<file path="src/rtl/tcse_pkg.sv">
package tcse_pkg;

    localparam int DEF_COLS = 80;
    localparam int DEF_ROWS = 25;

    localparam logic [7:0] CH_NL = 8'd10;
    localparam logic [7:0] CH_CR = 8'd13;
    localparam logic [7:0] CH_SP = 8'd32;

    localparam logic [2:0] MD_PUT_CUR  = 3'd0;
    localparam logic [2:0] MD_PUT_CELL = 3'd1;
    localparam logic [2:0] MD_MOVE     = 3'd2;
    localparam logic [2:0] MD_CLR_REG  = 3'd3;
    localparam logic [2:0] MD_CLR_SCR  = 3'd4;
    localparam logic [2:0] MD_SCROLL   = 3'd5;
    localparam logic [2:0] MD_READ     = 3'd6;
    localparam logic [2:0] MD_UNUSED   = 3'd7;

    localparam logic [1:0] REG_LEFT   = 2'd0;
    localparam logic [1:0] REG_TOP    = 2'd1;
    localparam logic [1:0] REG_RIGHT  = 2'd2;
    localparam logic [1:0] REG_BOTTOM = 2'd3;

    typedef logic [2:0] t_su;
    localparam t_su SU_NONE    = 3'd0;
    localparam t_su SU_REGION  = 3'd1;
    localparam t_su SU_SCREEN  = 3'd2;
    localparam t_su SU_COPY    = 3'd3;
    localparam t_su SU_TAIL    = 3'd4;
    localparam t_su SU_NL_CUR  = 3'd5;
    localparam t_su SU_NL_CELL = 3'd6;

    typedef logic [1:0] t_wsrc;
    localparam t_wsrc WS_SPACE = 2'd0;
    localparam t_wsrc WS_CUR   = 2'd1;
    localparam t_wsrc WS_CELL  = 2'd2;
    localparam t_wsrc WS_COPY  = 2'd3;

    typedef logic [2:0] t_cu;
    localparam t_cu CU_NONE = 3'd0;
    localparam t_cu CU_HOME = 3'd1;
    localparam t_cu CU_ROWB = 3'd2;
    localparam t_cu CU_NL   = 3'd3;
    localparam t_cu CU_CR   = 3'd4;
    localparam t_cu CU_ADV  = 3'd5;
    localparam t_cu CU_MOVE = 3'd6;

    typedef struct packed {
        logic  load_item;
        logic  latch_pend;
        t_su   su;
        logic  step;
        logic  we;
        t_wsrc wsrc;
        logic  rd_copy;
        logic  rd_cell;
        logic  cell_cap;
        t_cu   cu;
        logic  load_out;
    } t_cmd;

    typedef struct packed {
        logic [2:0] mode;
        logic       is_nl;
        logic       is_cr;
        logic       pending;
        logic       whole;
        logic       zero_lines;
        logic       nl_empty;
        logic       cell_ok;
        logic       last;
    } t_stat;

endpackage

</file>
<file path="src/rtl/tcse_ctrl.sv">
module tcse_ctrl
    import tcse_pkg::*;
(
    input  logic  i_clk,
    input  logic  i_rst_n,
    input  logic  i_in_valid,
    output logic  o_in_ready,
    output logic  o_out_valid,
    input  logic  i_out_ready,
    input  t_stat i_stat,
    output t_cmd  o_cmd
);

    localparam logic [3:0] S_INIT    = 4'd0;
    localparam logic [3:0] S_IDLE    = 4'd1;
    localparam logic [3:0] S_DISP    = 4'd2;
    localparam logic [3:0] S_SCR     = 4'd3;
    localparam logic [3:0] S_FILL    = 4'd4;
    localparam logic [3:0] S_CRD     = 4'd5;
    localparam logic [3:0] S_CWR     = 4'd6;
    localparam logic [3:0] S_SCRDONE = 4'd7;
    localparam logic [3:0] S_PUTC    = 4'd8;
    localparam logic [3:0] S_NLDONE  = 4'd9;
    localparam logic [3:0] S_RD      = 4'd10;
    localparam logic [3:0] S_RDW     = 4'd11;
    localparam logic [3:0] S_DONE    = 4'd12;

    logic [3:0] r_state, n_state;
    logic [3:0] r_ret, n_ret;
    logic       r_from_cur, n_from_cur;
    logic       r_ov, n_ov;

    assign o_in_ready  = (r_state == S_IDLE);
    assign o_out_valid = r_ov;

    always_comb begin
        n_state    = r_state;
        n_ret      = r_ret;
        n_from_cur = r_from_cur;
        n_ov       = r_ov;
        o_cmd      = '0;
        if (r_ov && i_out_ready) begin
            n_ov = 1'b0;
        end
        case (r_state)
            S_INIT: begin
                o_cmd.su = SU_SCREEN;
                n_ret    = S_IDLE;
                n_state  = S_FILL;
            end
            S_IDLE: begin
                if (i_in_valid) begin
                    o_cmd.load_item = 1'b1;
                    n_state         = S_DISP;
                end
            end
            S_DISP: begin
                case (i_stat.mode)
                    MD_PUT_CUR: begin
                        if (i_stat.pending) begin
                            o_cmd.latch_pend = 1'b1;
                            n_from_cur       = 1'b1;
                            n_state          = S_SCR;
                        end else begin
                            n_state = S_PUTC;
                        end
                    end
                    MD_PUT_CELL: begin
                        if (i_stat.is_nl) begin
                            if (i_stat.nl_empty) begin
                                n_state = S_DONE;
                            end else begin
                                o_cmd.su = SU_NL_CELL;
                                n_ret    = S_DONE;
                                n_state  = S_FILL;
                            end
                        end else begin
                            o_cmd.we   = i_stat.cell_ok;
                            o_cmd.wsrc = WS_CELL;
                            n_state    = S_DONE;
                        end
                    end
                    MD_MOVE: begin
                        o_cmd.cu = CU_MOVE;
                        n_state  = S_DONE;
                    end
                    MD_CLR_REG: begin
                        o_cmd.su = SU_REGION;
                        n_ret    = S_DONE;
                        n_state  = S_FILL;
                    end
                    MD_CLR_SCR: begin
                        o_cmd.su = SU_SCREEN;
                        n_ret    = S_DONE;
                        n_state  = S_FILL;
                    end
                    MD_SCROLL: begin
                        n_from_cur = 1'b0;
                        n_state    = S_SCR;
                    end
                    MD_READ: begin
                        n_state = i_stat.cell_ok ? S_RD : S_DONE;
                    end
                    default: begin
                        n_state = S_DONE;
                    end
                endcase
            end
            S_SCR: begin
                if (i_stat.whole) begin
                    o_cmd.cu = CU_HOME;
                    o_cmd.su = SU_REGION;
                    n_ret    = S_SCRDONE;
                    n_state  = S_FILL;
                end else if (i_stat.zero_lines) begin
                    n_state = S_DONE;
                end else begin
                    o_cmd.su = SU_COPY;
                    n_state  = S_CRD;
                end
            end
            S_FILL: begin
                o_cmd.we   = 1'b1;
                o_cmd.wsrc = WS_SPACE;
                o_cmd.step = 1'b1;
                if (i_stat.last) begin
                    n_state = r_ret;
                end
            end
            S_CRD: begin
                o_cmd.rd_copy = 1'b1;
                n_state       = S_CWR;
            end
            S_CWR: begin
                o_cmd.we   = 1'b1;
                o_cmd.wsrc = WS_COPY;
                o_cmd.step = 1'b1;
                if (i_stat.last) begin
                    o_cmd.su = SU_TAIL;
                    n_ret    = S_SCRDONE;
                    n_state  = S_FILL;
                end else begin
                    n_state = S_CRD;
                end
            end
            S_SCRDONE: begin
                if (r_from_cur) begin
                    o_cmd.cu = CU_ROWB;
                    n_state  = S_PUTC;
                end else begin
                    n_state = S_DONE;
                end
            end
            S_PUTC: begin
                if (i_stat.is_nl) begin
                    o_cmd.su = SU_NL_CUR;
                    n_ret    = S_NLDONE;
                    n_state  = S_FILL;
                end else if (i_stat.is_cr) begin
                    o_cmd.cu = CU_CR;
                    n_state  = S_DONE;
                end else begin
                    o_cmd.we   = 1'b1;
                    o_cmd.wsrc = WS_CUR;
                    o_cmd.cu   = CU_ADV;
                    n_state    = S_DONE;
                end
            end
            S_NLDONE: begin
                o_cmd.cu = CU_NL;
                n_state  = S_DONE;
            end
            S_RD: begin
                o_cmd.rd_cell = 1'b1;
                n_state       = S_RDW;
            end
            S_RDW: begin
                o_cmd.cell_cap = 1'b1;
                n_state        = S_DONE;
            end
            S_DONE: begin
                if (!r_ov || i_out_ready) begin
                    o_cmd.load_out = 1'b1;
                    n_ov           = 1'b1;
                    n_state        = S_IDLE;
                end
            end
            default: begin
                n_state = S_IDLE;
            end
        endcase
    end

    always_ff @(posedge i_clk) begin
        if (!i_rst_n) begin
            r_state    <= S_INIT;
            r_ret      <= S_IDLE;
            r_from_cur <= 1'b0;
            r_ov       <= 1'b0;
        end else begin
            r_state    <= n_state;
            r_ret      <= n_ret;
            r_from_cur <= n_from_cur;
            r_ov       <= n_ov;
        end
    end

endmodule

</file>
<file path="config.mk">
export PLATFORM = sky130hd
export DESIGN_NAME = tcse_ctrl
export DESIGN_NICKNAME = d
export VERILOG_FILES = /design/src/rtl/tcse_pkg.sv /design/src/rtl/tcse_ctrl.sv
export SDC_FILE = /design/constraint.sdc
export NUM_CORES = 1
export LEC_CHECK = 0
export ABC_AREA = 1
export BUFFER_PORTS_ARGS = -buffer_cell sky130_fd_sc_hd__buf_2
export CAP_MARGIN = 40
export CORE_ASPECT_RATIO = 1.1
export CORE_MARGIN = 2
export CORE_UTILIZATION = 55
export CTS_CLUSTER_DIAMETER = 100
export CTS_CLUSTER_SIZE = 30
export DETAILED_ROUTE_END_ITERATION = 10
export PLACE_DENSITY = 0.85
export SYNTH_ARGS = -nofsm -noshare
export SYNTH_HDL_FRONTEND = slang
export SYNTH_SLANG_ARGS = --single-unit
</file>
<file path="constraint.sdc">
create_clock -name i_clk -period 3.5 [get_ports i_clk]
set_input_delay 0.175 -clock i_clk [delete_from_list [all_inputs] [get_ports i_clk]]
set_output_delay 0.175 -clock i_clk [all_outputs]
set_load 0.05 [all_outputs]
</file>
==> flow_summary.yaml <==
timing:
  setup_viol: 0
  slew_headroom_pct: 76.15
  holdWs_ns: 0.1562
  fmax_mhz: 520.2
  min_period_over_period_pct: 54.92
  final_hold_viol_count: 0
  report.final.slew_viol_count: 0
  period_needed_ns: 1.922
  final.setup.worst_slack_ns: 1.578
  rsz0062_at_grt: "no"
  tightest_slew_ns: 0.3572
  clock_skew_ns: 0.0002520
  fin_setup_tns_ns: 0
synthesis:
  synth.cell_area_mm2: 0.001067
  synthSimpleGateAreaFrac_pct: 59.67
  ys_seq_area_share_pct: 18.76
  synth-seq-cells: 10
  synthMuxAreaShare_pct: 0
  synth_adder_area_share_pct: 0
  synth_xor_area_share_pct: 0
  synth_nets: 195
  yosys_warnings: 0
  synth_cell_types: 25
  postSynthAreaPerCell_um2: 5.929
  synth_compound_area_share_pct: 9.496
  netlist_instances: 180
  synth_top_family_by_area: "simple AND/OR/NAND/NOR gates"
setup_path:
  regToRegEndpoint: "r_state[2]$_SDFFE_PN0P_"
  crit_path_end: "o_cmd[1]"
  cp-start-kind: "flop"
  r2r.worst_path.cells: 8
  critPathCaptureType: "primary output"
  crit_arrival_ns: 1.75
  crit_start: "r_state[0]$_SDFFE_PN0P_"
  r2r_slack_ns: 2.03
  path_class: "reg -> out"
  reg2reg_from: "r_state[0]$_SDFFE_PN0P_"
  cp_max_fo: 7
  cp.required_ns: 3.32
floorplan:
  dieArea_mm2: 0.002309
  start_util_pct: 59.24
  core-area_mm2: 0.001802
  pin_count: 33
  die_x_um: 46
  dieHeight_um: 50.20
  rows: 16
place:
  gp_congestion: 0.8913
  place_hpwl_um: 2430
  place_area_mm2: 0.001245
  port_buffers: 32
  pre_cts_slack_ns: 1.863
power_and_ir_drop:
  vdd.ir_drop.worst_uv: 753.3
  power_uw: 997.9
  power_density_mw_per_mm2: 787.3
  p_leak_uw: 0.0007395
clock_tree:
  clkLatencyLatePin_ns: 0.26
  cts_htree_levels: 1
  cts_buffers: 3
  post_cts_buffers: 0
  cts_resized: 0
  cts_tree: "yes"
  cts_hold_buf: 0
  cts.reportedPaths.clkPinSlew_ns: 0.06
  ctsRootBufferMaster: "clkbuf_4"
  cts_sinks: 10
  cts_buffer_depth: 2
detailed_routing:
  firstDrtPassIters: 4
  final_antenna_net_count: 0
  wl_per_cell_um: 12.35
  drtIter0Drc: 36
  vias_per_cell: 5.302
  totalWireLength_um: 2866
  num_vias: 1230
  drc: 0
finish:
  postLayoutCellArea_mm2: 0.001267
  nets: 231
  multi_input_area_um2: 738.2
  antenna_cells: 0
  final_common_cell: "nand2_1"
  n_fill_cell: 167
  drive_gt1_share_pct: 32.24
  register_area_um2: 200.2
  flow.area_growth_from_synthesis_pct: 18.76
  mostFrequentLayoutCells: "nand2_1 (47), buf_2 (32), nor2_1 (28)"
run:
  cap_violations: 0
worst_hold_path:
  hp-class: "in -> reg"
global_route:
  grt_pass1_vias: 1161
  grt_max_degree: 11
  grt_pass1_wl_um: 4816
  overflow: 0
  grt_use_total_pct: 27.73
  antenna_found_initial: 0
status:
  status: "finished clean"
-- critical path: stages (launching register included) --
cell and delay, ns:
dfxtp_1 0.41, inv_2 0.12, nand2_4 0.08, nor2_4 0.12, nand2_4 0.07, or2_2 0.30, o211ai_1 0.09, buf_2 0.29
-- power by group --
part,internal (uW),switching [uW]
Combinational,216,518
Sequential,146,44.1
Clock,39.5,34.6
-- how the worst min path moves through the flow --
| stage | startpoint | end | slack, ns | cells after the start |
|---|---|---|---|---|
| after floorplan | i_rst_n | r_ret[0]$_SDFFE_PN1P_ | 0.26 | 1 |
| after global placement | i_rst_n | r_ret[0]$_SDFFE_PN1P_ | 0.42 | 2 |
| after detailed placement | i_rst_n | r_ret[0]$_SDFFE_PN1P_ | 0.42 | 2 |
| after CTS | i_rst_n | r_ret[0]$_SDFFE_PN1P_ | 0.16 | 2 |
| after global routing | i_rst_n | r_ret[0]$_SDFFE_PN1P_ | 0.18 | 2 |
| final | i_rst_n | r_ret[0]$_SDFFE_PN1P_ | 0.16 | 2 |
-- per-layer routing --
| metal | up-vias | share of wire [%] | wire length [um] | global-route usage [%] |
|---|---|---|---|---|
| li1 | 630 | - | - | - |
| met3 | 6 | 6.3 | 180 | 2.158 |
| met4 | 0 | 0.80 | 23 | 7.619 |
| met1 | 543 | 43 | 1231 | 34.38 |
| met2 | 51 | 50 | 1430 | 49.31 |
| met5 | - | 0 | 0 | 0 |
-- area by class of cell --
class / instances / area share (%)
clock buffers: 3 / 1.777
inverters: 32 / 9.773
multi-input cells: 137 / 58.24
flip-flops and latches: 10 / 15.79
well taps: 18 / 1.777
repair buffers: 32 / 12.64
-- registers in the layout, summed over array words and instances, names as in the netlist --
name / cells
o_out_valid: 1
r_from_cur: 1
r_ret: 4
r_state: 4
-- per-stage QoR --
| stage | util [%] | instances |
|---|---|---|
| after floorplan | - | 180 |
| after CTS | 70.35 | 232 |
| after global placement | 69.10 | 229 |
| final | 70.35 | 232 |
| after global routing | 70.35 | 232 |
| after detailed placement | 69.10 | 229 |
-- Yosys cell counts --
master / instances / area share, %
nand2_1: 47 / 17
nor3_1: 2 / 0.94
o221ai_1: 1 / 0.82
nor2_1: 28 / 9.8
nand2_2: 5 / 2.9
o2111ai_1: 1 / 0.82
nand4_1: 3 / 1.8
buf_2: 1 / 0.47
o211ai_1: 4 / 2.8
a21oi_1: 5 / 2.3
nand3_1: 16 / 7.5
clkinv_2: 1 / 0.47
dfxtp_1: 10 / 19
inv_4: 1 / 0.59
o21ai_0: 3 / 1.4
a21oi_2: 1 / 0.82
nor2_4: 6 / 6.3
nor2_2: 4 / 2.3
nor2_8: 1 / 1.9
or2_2: 1 / 0.59
nand3_4: 1 / 1.6
inv_2: 6 / 2.1
inv_1: 24 / 8.4
nand2_4: 7 / 7.4
o21ai_1: 1 / 0.47
-- cells by family (layout without fill, tap and decap cells) --
group,count (synthesis),count (layout)
AND/OR/NAND/NOR,121,121
AO/OA/AOI/OAI,16,16
buffers and inverters,33,67
flip-flops,10,10
(Power assumes the default switching activity.)
